--- src/cor_pkg.sv ---
// ----------------------------------------------------------------------------
// cor_pkg
// Shared widths, codes and the command type of the circle rasterizer.
// ----------------------------------------------------------------------------
`default_nettype none

package cor_pkg;

   localparam int COORD_BITS = 10;
   localparam int RAD_BITS   = COORD_BITS - 1;
   localparam int DEC_BITS   = COORD_BITS + 3;
   localparam int PIX_BITS   = COORD_BITS + 2;
   localparam int PHASE_BITS = 3;
   localparam int FIFO_DEPTH = 2;
   localparam int FIFO_PTR_BITS = 1;
   localparam int FIFO_CNT_BITS = 2;

   localparam logic [PHASE_BITS-1:0] PHASE_LAST = 3'd7;

   localparam logic MODE_START = 1'b0;
   localparam logic MODE_STEP  = 1'b1;

   typedef struct packed {
      logic                  done;
      logic [COORD_BITS-1:0] origin_x;
      logic [COORD_BITS-1:0] origin_y;
      logic [COORD_BITS-1:0] offset_x;
      logic [COORD_BITS-1:0] offset_y;
   } cmd_type;

endpackage

`default_nettype wire

--- src/circle_octant_rasterizer_core.sv ---
// ----------------------------------------------------------------------------
// circle_octant_rasterizer_core
// Midpoint circle generator, one octant step per request.
// ----------------------------------------------------------------------------
// A start request (mode 0) loads center and radius into the front registers
// and returns nothing. A step request (mode 1) returns eight pixel beats, one
// per cycle while the output is popped, the eighth flagged last_of_step; once
// the octant is finished each step returns a single done beat. The single
// result register issues one beat per cycle while popped. The front keeps the
// circle state and queues steps in a two-entry queue; a step holds its entry
// until its last pixel loads, so one further step is taken while it drains.
`default_nettype none

module circle_octant_rasterizer_core (
   input  logic                                clock,
   input  logic                                reset,
   input  logic                                req_push,
   output logic                                req_full,
   input  logic                                req_mode,
   input  logic [cor_pkg::COORD_BITS-1:0]      req_center_x,
   input  logic [cor_pkg::COORD_BITS-1:0]      req_center_y,
   input  logic [cor_pkg::RAD_BITS-1:0]        req_radius,
   output logic                                rsp_empty,
   input  logic                                rsp_pop,
   output logic signed [cor_pkg::PIX_BITS-1:0] rsp_pixel_x,
   output logic signed [cor_pkg::PIX_BITS-1:0] rsp_pixel_y,
   output logic                                rsp_last_of_step,
   output logic                                rsp_done_res
);
   import cor_pkg::*;

   logic    accept;
   logic    cmd_push, cmd_pop, cmd_empty;
   cmd_type cmd_wr, cmd_rd;

   assign accept = req_push && !req_full;

   cor_front u_front (
      .clock    (clock),
      .reset    (reset),
      .accept   (accept),
      .mode     (req_mode),
      .center_x (req_center_x),
      .center_y (req_center_y),
      .radius   (req_radius),
      .cmd_push (cmd_push),
      .cmd      (cmd_wr)
   );

   cor_fifo u_fifo (
      .clock (clock),
      .reset (reset),
      .push  (cmd_push),
      .wdata (cmd_wr),
      .pop   (cmd_pop),
      .rdata (cmd_rd),
      .empty (cmd_empty),
      .full  (req_full)
   );

   cor_back u_back (
      .clock            (clock),
      .reset            (reset),
      .cmd              (cmd_rd),
      .cmd_empty        (cmd_empty),
      .cmd_pop          (cmd_pop),
      .rsp_pop          (rsp_pop),
      .rsp_empty        (rsp_empty),
      .rsp_pixel_x      (rsp_pixel_x),
      .rsp_pixel_y      (rsp_pixel_y),
      .rsp_last_of_step (rsp_last_of_step),
      .rsp_done_res     (rsp_done_res)
   );

endmodule

`default_nettype wire

--- src/cor_front.sv ---
// ----------------------------------------------------------------------------
// cor_front
// Takes items, keeps the circle state and issues one command per step.
// ----------------------------------------------------------------------------
`default_nettype none

module cor_front (
   input  logic                          clock,
   input  logic                          reset,
   input  logic                          accept,
   input  logic                          mode,
   input  logic [cor_pkg::COORD_BITS-1:0] center_x,
   input  logic [cor_pkg::COORD_BITS-1:0] center_y,
   input  logic [cor_pkg::RAD_BITS-1:0]   radius,
   output logic                          cmd_push,
   output cor_pkg::cmd_type              cmd
);
   import cor_pkg::*;

   logic [COORD_BITS-1:0]      origin_x_ff, origin_x_in;
   logic [COORD_BITS-1:0]      origin_y_ff, origin_y_in;
   logic [COORD_BITS-1:0]      offset_x_ff, offset_x_in;
   logic [COORD_BITS-1:0]      offset_y_ff, offset_y_in;
   logic signed [DEC_BITS-1:0] decision_ff, decision_in;
   logic                       finished;
   logic [DEC_BITS-1:0]        x4, y4;

   assign finished = (offset_x_ff >= offset_y_ff);
   assign x4 = {1'b0, offset_x_ff, 2'b00};
   assign y4 = {1'b0, offset_y_ff, 2'b00};

   always_comb begin
      origin_x_in = origin_x_ff;
      origin_y_in = origin_y_ff;
      offset_x_in = offset_x_ff;
      offset_y_in = offset_y_ff;
      decision_in = decision_ff;
      cmd_push    = 1'b0;
      cmd.done     = finished;
      cmd.origin_x = origin_x_ff;
      cmd.origin_y = origin_y_ff;
      cmd.offset_x = offset_x_ff;
      cmd.offset_y = offset_y_ff;
      if (accept) begin
         if (mode == MODE_START) begin
            origin_x_in = center_x;
            origin_y_in = center_y;
            offset_x_in = '0;
            offset_y_in = COORD_BITS'(radius);
            decision_in = DEC_BITS'(3) - DEC_BITS'({radius, 1'b0});
         end else begin
            cmd_push = 1'b1;
            if (!finished) begin
               if (decision_ff[DEC_BITS-1]) begin
                  decision_in = decision_ff + x4 + DEC_BITS'(6);
               end else begin
                  decision_in = decision_ff + (x4 - y4) + DEC_BITS'(10);
                  offset_y_in = offset_y_ff - 1'b1;
               end
               offset_x_in = offset_x_ff + 1'b1;
            end
         end
      end
   end

   always_ff @(posedge clock) begin
      if (reset) begin
         origin_x_ff <= '0;
         origin_y_ff <= '0;
         offset_x_ff <= '0;
         offset_y_ff <= '0;
         decision_ff <= '0;
      end else begin
         origin_x_ff <= origin_x_in;
         origin_y_ff <= origin_y_in;
         offset_x_ff <= offset_x_in;
         offset_y_ff <= offset_y_in;
         decision_ff <= decision_in;
      end
   end

endmodule

`default_nettype wire

--- src/cor_fifo.sv ---
// ----------------------------------------------------------------------------
// cor_fifo
// Two-entry command queue between front and back.
// ----------------------------------------------------------------------------
`default_nettype none

module cor_fifo (
   input  logic             clock,
   input  logic             reset,
   input  logic             push,
   input  cor_pkg::cmd_type wdata,
   input  logic             pop,
   output cor_pkg::cmd_type rdata,
   output logic             empty,
   output logic             full
);
   import cor_pkg::*;

   cmd_type                  slot_ff [FIFO_DEPTH];
   logic [FIFO_PTR_BITS-1:0] wr_ptr_ff, wr_ptr_in;
   logic [FIFO_PTR_BITS-1:0] rd_ptr_ff, rd_ptr_in;
   logic [FIFO_CNT_BITS-1:0] count_ff, count_in;
   logic                     do_push, do_pop;

   assign empty   = (count_ff == '0);
   assign full    = (count_ff == FIFO_CNT_BITS'(FIFO_DEPTH));
   assign do_push = push && !full;
   assign do_pop  = pop && !empty;
   assign rdata   = slot_ff[rd_ptr_ff];

   always_comb begin
      wr_ptr_in = do_push ? wr_ptr_ff + 1'b1 : wr_ptr_ff;
      rd_ptr_in = do_pop ? rd_ptr_ff + 1'b1 : rd_ptr_ff;
      count_in  = count_ff + FIFO_CNT_BITS'(do_push) - FIFO_CNT_BITS'(do_pop);
   end

   always_ff @(posedge clock) begin
      if (do_push) begin
         slot_ff[wr_ptr_ff] <= wdata;
      end
   end

   always_ff @(posedge clock) begin
      if (reset) begin
         wr_ptr_ff <= '0;
         rd_ptr_ff <= '0;
         count_ff  <= '0;
      end else begin
         wr_ptr_ff <= wr_ptr_in;
         rd_ptr_ff <= rd_ptr_in;
         count_ff  <= count_in;
      end
   end

endmodule

`default_nettype wire

--- src/cor_back.sv ---
// ----------------------------------------------------------------------------
// cor_back
// Expands each command into eight octant pixels or one done beat.
// ----------------------------------------------------------------------------
`default_nettype none

module cor_back (
   input  logic                               clock,
   input  logic                               reset,
   input  cor_pkg::cmd_type                   cmd,
   input  logic                               cmd_empty,
   output logic                               cmd_pop,
   input  logic                               rsp_pop,
   output logic                               rsp_empty,
   output logic signed [cor_pkg::PIX_BITS-1:0] rsp_pixel_x,
   output logic signed [cor_pkg::PIX_BITS-1:0] rsp_pixel_y,
   output logic                               rsp_last_of_step,
   output logic                               rsp_done_res
);
   import cor_pkg::*;

   logic [PHASE_BITS-1:0]      phase_ff, phase_in;
   logic                       valid_ff, valid_in;
   logic signed [PIX_BITS-1:0] pixel_x_ff, pixel_x_in;
   logic signed [PIX_BITS-1:0] pixel_y_ff, pixel_y_in;
   logic                       last_ff, last_in;
   logic                       done_ff, done_in;
   logic                       load, swap, neg_x, neg_y;
   logic [COORD_BITS-1:0]      dx, dy;

   // phase bits pick the octant: swap on 1,2,5,6; negate x on 4..7, y on 2,3,6,7
   assign swap  = phase_ff[0] ^ phase_ff[1];
   assign neg_x = phase_ff[2];
   assign neg_y = phase_ff[1];
   assign dx    = swap ? cmd.offset_y : cmd.offset_x;
   assign dy    = swap ? cmd.offset_x : cmd.offset_y;

   assign load    = !cmd_empty && (!valid_ff || rsp_pop);
   assign cmd_pop = load && (cmd.done || phase_ff == PHASE_LAST);

   always_comb begin
      phase_in   = phase_ff;
      valid_in   = valid_ff && !rsp_pop;
      pixel_x_in = pixel_x_ff;
      pixel_y_in = pixel_y_ff;
      last_in    = last_ff;
      done_in    = done_ff;
      if (load) begin
         valid_in = 1'b1;
         phase_in = cmd_pop ? '0 : phase_ff + 1'b1;
         if (cmd.done) begin
            pixel_x_in = '0;
            pixel_y_in = '0;
            last_in    = 1'b1;
            done_in    = 1'b1;
         end else begin
            pixel_x_in = neg_x ? PIX_BITS'(cmd.origin_x) - PIX_BITS'(dx)
                               : PIX_BITS'(cmd.origin_x) + PIX_BITS'(dx);
            pixel_y_in = neg_y ? PIX_BITS'(cmd.origin_y) - PIX_BITS'(dy)
                               : PIX_BITS'(cmd.origin_y) + PIX_BITS'(dy);
            last_in    = (phase_ff == PHASE_LAST);
            done_in    = 1'b0;
         end
      end
   end

   always_ff @(posedge clock) begin
      if (reset) begin
         phase_ff <= '0;
         valid_ff <= 1'b0;
      end else begin
         phase_ff <= phase_in;
         valid_ff <= valid_in;
      end
      pixel_x_ff <= pixel_x_in;
      pixel_y_ff <= pixel_y_in;
      last_ff    <= last_in;
      done_ff    <= done_in;
   end

   assign rsp_empty        = !valid_ff;
   assign rsp_pixel_x      = pixel_x_ff;
   assign rsp_pixel_y      = pixel_y_ff;
   assign rsp_last_of_step = last_ff;
   assign rsp_done_res     = done_ff;

endmodule

`default_nettype wire

--- config.mk ---
export PLATFORM = sky130hd
export DESIGN_NAME = circle_octant_rasterizer_core
export DESIGN_NICKNAME = d
export VERILOG_FILES = /design/src/cor_pkg.sv /design/src/circle_octant_rasterizer_core.sv /design/src/cor_front.sv /design/src/cor_fifo.sv /design/src/cor_back.sv
export SDC_FILE = /design/constraint.sdc
export NUM_CORES = 1
export LEC_CHECK = 0
export BUFFER_PORTS_ARGS = -buffer_cell sky130_fd_sc_hd__buf_2
export CORE_ASPECT_RATIO = 2
export CORE_MARGIN = 2
export CORE_UTILIZATION = 60
export CTS_CLUSTER_SIZE = 24
export DETAILED_ROUTE_END_ITERATION = 10
export MAX_ROUTING_LAYER = met4
export PLACE_DENSITY = 0.76
export SYNTH_ARGS = -nofsm -noshare
export SYNTH_HDL_FRONTEND = slang
export SYNTH_SLANG_ARGS = --single-unit
--- constraint.sdc ---
create_clock -name clock -period 4.8 [get_ports clock]
set_input_delay 1.44 -clock clock [delete_from_list [all_inputs] [get_ports clock]]
set_output_delay 1.44 -clock clock [all_outputs]
set_load 0.005 [all_outputs]
==> flow_summary.toml, run 1 <==
[final_layout]
insertedDiodeCount = 0
areaGrowthSynthToFinish_pct = 10.55
final_cell_mix = "edfxtp_1, ha_1, inv_1, nand2_1, a21oi_1"
layout_commonest_cell = "edfxtp_1"
num-fill-cells = 1336
final_layout_size_suffix_gt1_frac = 0.1585
seq_area_sq_um = 4466
finish.utilization = 0.6752
multiInputGateArea_sq_um = 5563
nNetsFinal = 1199

[critical_path]
critPathMaxStageDelay_ns = 0.56
startpoint_type = "flop"
r2r_end = "u_front.decision_ff[9]"
critPathTopFamily = "compound AO/OA/AOI/OAI gates"
slowest_stage = "fa_1"
worstSetupPathType = "reg -> reg"
critPathLaunch = "u_front.offset_x_ff[0]"
cp.depth = 11
cp_max_fo = 6
path_buf_inv = 2
required_ns = 5.14
worstReg2RegStart = "u_front.offset_x_ff[0]"
end_kind = "flop"
critical_path_arrival_ns = 3.92
r2r_cells = 11
critPathCapture = "u_front.decision_ff[9]"
timing.reg2reg.setup_slack_ns = 1.21
path_cells = "inv_1, fa_1, fa_1, inv_1, ha_1, a21o_1, a41o_1, a21oi_1, a21oi_1, o211a_1, a311oi_1"

[cts]
postCtsHoldBufs = 0
root_buffer = "clkbuf_16"
clkTransAtPathRegs_ns = 0.07
cts-htree-levels = 4
cts_buffers = 17
clk_latency_ns = 0.43
cts.sinks = 169
clk_path_buf_depth = 2
post_cts_buffers = 0
tritoncts = "yes"
post_cts_resized = 0

[routing]
wire_per_inst_um = 20.80
dr.first_iter.drc_count = 323
via_per_inst = 6.284
ant_nets = 0
top_layer = "met4"
wl_met3_um = 877
vias = 8018
drcViolationCount = 0
drt_wl_total_mm = 26.54
drt_first_pass_iters = 5
met2_length_mm = 15.11
wl_met1_mm = 8.814

[timing]
fin_crit_sh = 0.7470
fin_worst_skew_ns = 0.01374
setup_ws_ns = 1.214
period_minus_slack_ns = 3.586
fin_tns_setup_ns = 0
slew_headroom = 0.2127
worst_pin_slew_ns = 1.180
setup_viol = 0
rsz0062_at_grt = "false"
fmax_mhz = 278.9
whs_ns = 0.4535
drv_slew = 0
hold_viol = 0

[global_routing]
grt_max_degree = 42
grt_pass1_vias = 8166
gr-total-overflow = 0
grt_util_all_layers = 0.2985
antenna_found_initial = 0
grt_pass1_wl_mm = 41.61

[yosys]
synth-edff-count = 108
netlist_instances = 997
synthFlopType = "edfxtp_1"
syn_area_sq_um = 10500
syn_nets = 1143
async_reset_ff_frac = 0
synth-seq-area-share = 0.4253
yosysWarnings = 0
avgSynthCellArea_sq_um = 10.53
ys_ff_latch = 169
yosysUniqueCellTypes = 74

[power_and_ir_drop]
p_leak_nw = 4.687
seq_power_share = 0.267
peakVddDrop_mv = 0.4520
p_switching_mw = 3.437
clockPowerShare = 0.165
power_density_nw_per_um2 = 695.6
p_int_mw = 4.634
p_comb_frac = 0.568
switching_share = 0.4259

[die]
initial_core_util = 0.6107
die_x_um = 97.53
design.core.area_sq_um = 17190
die-height_um = 191.1
num_io_pins = 62
die-area_sq_um = 18630
rows = 68

[placed_design]
pre_cts_slack_ns = 1.224
hpwl_mm = 20.33
io_buffers = 61
gp_congestion = 0.9818

[status]
status = "finished clean"

[worst_hold_path]
hp-class = "reg -> reg"

[job]
cap_violations = 0
-- per-layer routing --
metal	GRT usage	vias up
met5	-	-
met4	0.1870	0
met3	0.04278	95
met2	0.5751	249
met1	0.2660	3886
li1	-	3788
-- per-stage QoR --
stage	cells	area (sq um)	total power [mW]
finish	1276	11600	8.071
floorplan	997	10500	5.527
global placement	1244	11040	6.608
CTS	1276	11600	8.067
detailed placement	1244	11040	6.719
global route	1276	11600	8.622
-- power by group through the flow --
stage                     registers [mW]  clock network (mW)  logic (mW)
final                               2.15                1.33        4.59
after detailed placement            2.18                   0        4.54
after CTS                           2.15                1.34        4.57
after floorplan                     2.12                   0        3.41
after global routing                2.19                1.39        5.05
after global placement              2.16                   0        4.45
-- synthesized netlist by cell type, drive strengths merged, types with 3 or more instances --
| cell | n | area, sq um |
|---|---|---|
| edfxtp | 108 | 3243 |
| clkbuf | 23 | 86.33 |
| and3 | 9 | 56.30 |
| mux4 | 20 | 450.4 |
| o2111ai | 3 | 26.28 |
| mux2i | 17 | 182.7 |
| or2 | 6 | 37.54 |
| a41o | 3 | 30.03 |
| nand2b | 16 | 100.1 |
| o31a | 3 | 26.28 |
| a211oi | 13 | 112.6 |
| o21a | 5 | 37.54 |
| inv | 88 | 330.3 |
| nand3 | 25 | 125.1 |
| a311oi | 6 | 52.55 |
| a2111o | 3 | 33.78 |
| nand4 | 9 | 56.30 |
| a2111oi | 5 | 62.56 |
| buf | 15 | 62.56 |
| a21oi | 76 | 384.1 |
| ha | 96 | 1201 |
| a31oi | 14 | 87.58 |
| fa | 16 | 320.3 |
| nor2 | 51 | 191.4 |
| nor3b | 4 | 30.03 |
| nor3 | 24 | 120.1 |
| xnor2 | 19 | 166.4 |
| nor2b | 20 | 125.1 |
| o21bai | 7 | 56.30 |
| or4 | 6 | 45.04 |
| nand2 | 75 | 281.5 |
| dfxtp | 61 | 1221 |
| o211ai | 4 | 35.03 |
| o31ai | 13 | 97.59 |
| a21o | 14 | 105.1 |
| mux2 | 18 | 202.7 |
| a32o | 4 | 40.04 |
| and2 | 3 | 18.77 |
| xor2 | 11 | 96.34 |
| o21ai | 37 | 188.9 |
| nor4 | 4 | 25.02 |
| or3 | 11 | 68.82 |
| a211o | 4 | 35.03 |
-- how the worst min path moves through the flow --
stage	end	cells after the start	slack [ns]	start
2_1_floorplan	u_fifo.slot_ff[0][20]	0	0.43	u_front.origin_y_ff[0]
3_5_place_dp	u_fifo.slot_ff[0][24]	0	0.44	u_front.origin_y_ff[4]
6_report	u_fifo.slot_ff[1][25]	0	0.45	u_front.origin_y_ff[5]
5_1_grt	u_fifo.slot_ff[0][28]	0	0.47	u_front.origin_y_ff[8]
3_3_place_gp	u_fifo.slot_ff[1][23]	0	0.43	u_front.origin_y_ff[3]
4_1_cts	u_fifo.slot_ff[0][28]	0	0.45	u_front.origin_y_ff[8]
-- logic make-up after synthesis --
group / after synthesis / share of synthesized area
AOI/OAI and AO/OA: 237 / 0.1539
xor gates and xnor gates: 30 / 0.02503
adders and majority gates: 112 / 0.1450
buffers and inverters: 127 / 0.04601
DFF: 169 / 0.4253
muxes: 55 / 0.07963
and+or+nand+nor: 267 / 0.1252
-- state kept, by name (all words and copies together), names as in the netlist, named ones only --
| signal | cells |
|---|---|
| u_back.rsp_pixel_x | 12 |
| u_fifo.rd_ptr_ff | 1 |
| u_back.rsp_last_of_step | 1 |
| u_front.offset_y_ff | 10 |
| u_front.origin_y_ff | 10 |
| u_back.valid_ff | 1 |
| u_fifo.slot_ff | 82 |
| u_fifo.count_ff | 2 |
| u_fifo.wr_ptr_ff | 1 |
| u_front.decision_ff | 12 |
| u_front.offset_x_ff | 10 |
| u_back.rsp_pixel_y | 12 |
| u_back.rsp_done_res | 1 |
| u_front.origin_x_ff | 10 |
| u_back.phase_ff | 3 |
-- layout make-up --
cell class / count / area share
clock inverters: 15 / 0.01229
repair buffers: 75 / 0.03537
inverters: 89 / 0.02879
well taps: 210 / 0.02264
flip-flops and latches: 169 / 0.3848
multi-input cells: 701 / 0.4794
clock buffers: 17 / 0.03666
No activity file was read; power rests on OpenSTA's default activity.
==> run 2, diff against run 1 <==
==> constraint.sdc (replaced) <==
create_clock -name clock -period 3.3 [get_ports clock]
set_input_delay 0.99 -clock clock [delete_from_list [all_inputs] [get_ports clock]]
set_output_delay 0.99 -clock clock [all_outputs]
set_load 0.005 [all_outputs]
==> run 2 against run 1 <==
Clock-buffer cell count rose by 1. Clock skew shrank 0.0024 ns. Register-to-register slack got worse by 1.1 ns. Cell area grew 3.1%. Die area unchanged. Fmax is 11% higher. Critical path depth is 1 higher. Largest cell class unchanged. Largest power group unchanged. Highest routed layer unchanged.
==> flow_summary.toml, run 2 (synthesis results as in run 1) <==
[placed_design]
io_buffers = 61
hpwl_mm = 21.59
gp_congestion = 1.043
dp_cells = 1277

[critical_path]
end_kind = "flop"
cp_max_fo = 7
startpoint_type = "flop"
critPathLaunch = "u_back.phase_ff[0]"
critical_path_arrival_ns = 3.39
critPathTopFamily = "compound AO/OA/AOI/OAI gates"
r2r_end = "u_back.rsp_pixel_x[8]"
timing.reg2reg.setup_slack_ns = 0.08
critPathCapture = "u_back.rsp_pixel_x[8]"
worstReg2RegStart = "u_back.phase_ff[0]"
critPathMaxStageDelay_ns = 0.42
path_buf_inv = 3
required_ns = 3.48
cp.depth = 12
worstSetupPathType = "reg -> reg"
path_cells = "ha_2, buf_4, mux4_2, inv_1, ha_1, nand2b_1, a21oi_1, o31ai_2, buf_4, a211oi_1, or3_1, a21oi_1"
r2r_cells = 12
slowest_stage = "ha_2"

[timing]
hold_viol = 0
worst_pin_slew_ns = 1.056
fin_worst_skew_ns = 0.01137
slew_headroom = 0.2897
fin_crit_sh = 0.9749
fmax_mhz = 310.8
period_minus_slack_ns = 3.217
setup_viol = 0
fin_tns_setup_ns = 0
drv_slew = 0

[worst_hold_path]
hp-class = "reg -> reg"

[power_and_ir_drop]
p_comb_frac = 0.582
clockPowerShare = 0.168
p_leak_nw = 4.899
switching_share = 0.4196
p_int_mw = 7.196
p_switching_mw = 5.202
peakVddDrop_mv = 0.8460
seq_power_share = 0.250
p_total_mw = 12.40
power_density_nw_per_um2 = 1036

[routing]
dr.first_iter.drc_count = 472
ant_nets = 0
vias = 8329
drt_wl_total_mm = 28.45
via_per_inst = 6.358
wire_per_inst_um = 21.72
drcViolationCount = 0
drt_first_pass_iters = 5

[final_layout]
largest_reg_flops = 82
areaGrowthSynthToFinish_pct = 14.02
num-fill-cells = 1317
top_register = "u_fifo.slot_ff"
multiInputGateArea_sq_um = 5583
layout_commonest_cell = "edfxtp_1"
final_cell_mix = "edfxtp_1, ha_1, inv_1, nand2_1, a21oi_1"
insertedDiodeCount = 0
nNetsFinal = 1233
seq_area_sq_um = 4468
final_layout_size_suffix_gt1_frac = 0.1873
layout.cells.non_filler = 1310

[cts]
cts.sinks = 169
root_buffer = "clkbuf_16"
postCtsHoldBufs = 0
cts-htree-levels = 4
post_cts_buffers = 0
clk_path_buf_depth = 2
tritoncts = "yes"
clkTransAtPathRegs_ns = 0.07
post_cts_resized = 0
clk_latency_ns = 0.43
cts_buffers = 17

[global_routing]
grt_pass1_vias = 8512
gr-total-overflow = 0
grt_max_degree = 42
grt_util_all_layers = 0.3163
antenna_found_initial = 0
grt_pass1_wl_mm = 44.10

[die]
die-height_um = 191.1
die-area_sq_um = 18630
die_x_um = 97.53
design.core.area_sq_um = 17190
initial_core_util = 0.6107
num_io_pins = 62
rows = 68

[job]
cap_violations = 0

[status]
status = "finished clean"
run 2: per-stage QoR:
stage | area, sq um | hold slack (ns) | setup slack, ns | util
2_1_floorplan | 10500 | 0.4254 | 0.06069 | -
3_3_place_gp | 11310 | 0.4294 | 0.1337 | 0.6580
3_5_place_dp | 11310 | 0.4399 | 0.1190 | 0.6580
4_1_cts | 11920 | 0.4567 | 0.05075 | 0.6936
5_1_grt | 11970 | 0.4696 | -0.006696 | 0.6963
6_report | 11970 | 0.4563 | 0.08284 | 0.6963
run 2: metal layers:
metal	GRT usage	up-vias	share of wire
met1	0.2889	3997	0.33
met3	0.04497	125	0.044
met2	0.5912	351	0.55
li1	-	3856	-
met5	-	-	0
met4	0.2196	0	0.078
run 2: area by class of cell:
| cell class | count | share of cell area |
|---|---|---|
| Tap cell | 210 | 0.02196 |
| Multi-Input combinational cell | 701 | 0.4665 |
| Inverter | 89 | 0.02791 |
| Timing Repair Buffer | 109 | 0.05917 |
| Sequential cell | 169 | 0.3733 |
| Clock buffer | 18 | 0.03586 |
| Clock inverter | 14 | 0.01526 |
run 2: how the worst min path moves through the flow:
stage | slack, ns | from | depth (start not counted) | to
after floorplan | 0.43 | u_front.origin_y_ff[0] | 0 | u_fifo.slot_ff[0][20]
after global placement | 0.43 | u_front.origin_x_ff[4] | 0 | u_fifo.slot_ff[1][34]
after detailed placement | 0.44 | u_front.origin_y_ff[7] | 0 | u_fifo.slot_ff[0][27]
after CTS | 0.46 | u_front.origin_x_ff[4] | 0 | u_fifo.slot_ff[1][34]
after global routing | 0.47 | u_front.origin_x_ff[5] | 0 | u_fifo.slot_ff[1][35]
final | 0.46 | u_front.origin_x_ff[5] | 0 | u_fifo.slot_ff[1][35]
run 2: power groups by stage:
| stage | clock network, mW | logic (mW) | registers, mW |
|---|---|---|---|
| after floorplan | 0 | 4.96 | 3.08 |
| after global placement | 0 | 6.87 | 3.11 |
| after detailed placement | 0 | 7.01 | 3.14 |
| after CTS | 2.09 | 7.05 | 3.10 |
| after global routing | 2.18 | 7.91 | 3.15 |
| final | 2.08 | 7.21 | 3.11 |
==> run 3, diff against run 2 <==
--- a/config.mk
+++ b/config.mk
@@ -7,7 +7,7 @@
 export LEC_CHECK = 0
 export BUFFER_PORTS_ARGS = -buffer_cell sky130_fd_sc_hd__buf_2
 export CORE_ASPECT_RATIO = 2
-export CORE_MARGIN = 2
+export CORE_MARGIN = 4
 export CORE_UTILIZATION = 60
 export CTS_CLUSTER_SIZE = 24
 export DETAILED_ROUTE_END_ITERATION = 10
==> run 3 against run 2 <==
Total power decreased by 3.2%. Die area increased by 6.3%. Sequential power about the same. Highest routed layer unchanged.
==> flow_summary.toml, run 3 (synthesis results as in run 1) <==
[status]
status = "finished clean"

[critical_path]
end_kind = "flop"
cp_max_fo = 14
worstSetupPathType = "reg -> reg"
path_cells = "ha_2, buf_6, mux4_2, inv_1, ha_1, or2_2, a21o_1, o41a_1, and4_1, nor4_1, nor3_1"
slowest_stage = "ha_2"
critPathTopFamily = "simple AND/OR/NAND/NOR gates"
startpoint_type = "flop"
path_buf_inv = 2
required_ns = 3.47
critPathMaxStageDelay_ns = 0.39
critical_path_arrival_ns = 3.29

[timing]
period_minus_slack_ns = 3.118
setup_viol = 0
slew_headroom = 0.3335
fmax_mhz = 320.7
fin_tns_setup_ns = 0
fin_crit_sh = 0.9449
rsz0062_at_grt = "false"
worst_pin_slew_ns = 0.9984
fin_worst_skew_ns = 0.009997
hold_viol = 0
drv_slew = 0

[final_layout]
num-fill-cells = 1342
areaGrowthSynthToFinish_pct = 13.26
nNetsFinal = 1229
largest_reg_flops = 82
top_register = "u_fifo.slot_ff"
finish.utilization = 0.6883
insertedDiodeCount = 0
final_layout_size_suffix_gt1_frac = 0.1843
final_cell_mix = "edfxtp_1, ha_1, inv_1, nand2_1, a21oi_1"
layout_commonest_cell = "edfxtp_1"

[routing]
wire_per_inst_um = 20.64
via_per_inst = 6.231
dr.first_iter.drc_count = 386
drt_first_pass_iters = 4
drcViolationCount = 0
vias = 8138
drt_wl_total_mm = 26.96
ant_nets = 0

[die]
design.core.area_sq_um = 17270
rows = 68
die-height_um = 195.1
die_x_um = 101.5
initial_core_util = 0.6077
die-area_sq_um = 19800
num_io_pins = 62

[placed_design]
hpwl_mm = 20.73
gp_congestion = 1.018
io_buffers = 61

[power_and_ir_drop]
peakVddDrop_mv = 0.5278
p_leak_nw = 4.850
power_density_nw_per_um2 = 1009

[worst_hold_path]
hp-class = "reg -> reg"

[cts]
post_cts_resized = 0
root_buffer = "clkbuf_16"
cts.sinks = 169
cts-htree-levels = 4
clk_latency_ns = 0.43
cts_buffers = 17
postCtsHoldBufs = 0
clk_path_buf_depth = 2
post_cts_buffers = 0
tritoncts = "yes"
clkTransAtPathRegs_ns = 0.07

[global_routing]
grt_pass1_wl_mm = 42.91
gr-total-overflow = 0
grt_util_all_layers = 0.2926
grt_max_degree = 42
antenna_found_initial = 0
grt_pass1_vias = 8402

[job]
cap_violations = 0
==> run 3: changes by cell type in the layout (fill, tap and decap cells not counted), sizes merged <==
cell	before	now
bufinv	3	1
inv	94	90
buf	108	105
clkinv	5	6
clkbuf	19	20
clkinvlp	1	4
==> run 3: routing by layer <==
metal / track usage / share of wire / wire, um
met1: 0.2809 / 0.34 / 9171
met2: 0.5374 / 0.57 / 15250
met3: 0.03361 / 0.030 / 811
met4: 0.1770 / 0.064 / 1725
met5: - / 0 / 0
==> run 3: area by class of cell <==
type                    instances  area [sq um]  share of cell area
multi-input cells             701          5582              0.4695
flip-flops and latches        169          4468              0.3759
clock buffers                  20         456.7             0.03842
clock inverters                12         120.1             0.01010
well taps                     210         262.8             0.02210
inverters                      89         334.1             0.02810
repair buffers                105         664.4             0.05589
==> run 3: power breakdown <==
part / switching [mW] / internal [mW] / total [mW]
clock network: 0.850 / 1.09 / 1.94
logic: 3.90 / 3.04 / 6.94
registers: 0.282 / 2.84 / 3.12
==> run 3: worst paths after layout <==
kind / start / to / slack, ns / cells past startpoint
max: u_back.phase_ff[0] / u_back.rsp_pixel_x[9] / 0.18 / 11
max reg2reg: u_back.phase_ff[0] / u_back.rsp_pixel_x[9] / 0.18 / 11
min: u_front.origin_y_ff[6] / u_fifo.slot_ff[1][26] / 0.44 / 0
min reg2reg: u_front.origin_y_ff[6] / u_fifo.slot_ff[1][26] / 0.44 / 0
==> run 3: metrics by stage <==
step           hold WS [ns]  instance area [sq um]  power, mW  std cells  setup slack [ns]
3_5_place_dp         0.4396                  11290      9.923       1274            0.1192
2_1_floorplan        0.4254                  10500      8.040        997           0.06069
3_3_place_gp         0.4289                  11290      9.785       1274            0.1718
5_1_grt              0.4774                  11890      12.88       1306           0.01216
6_report             0.4440                  11890      12.00       1306            0.1818
4_1_cts              0.4510                  11860      11.90       1306            0.1040
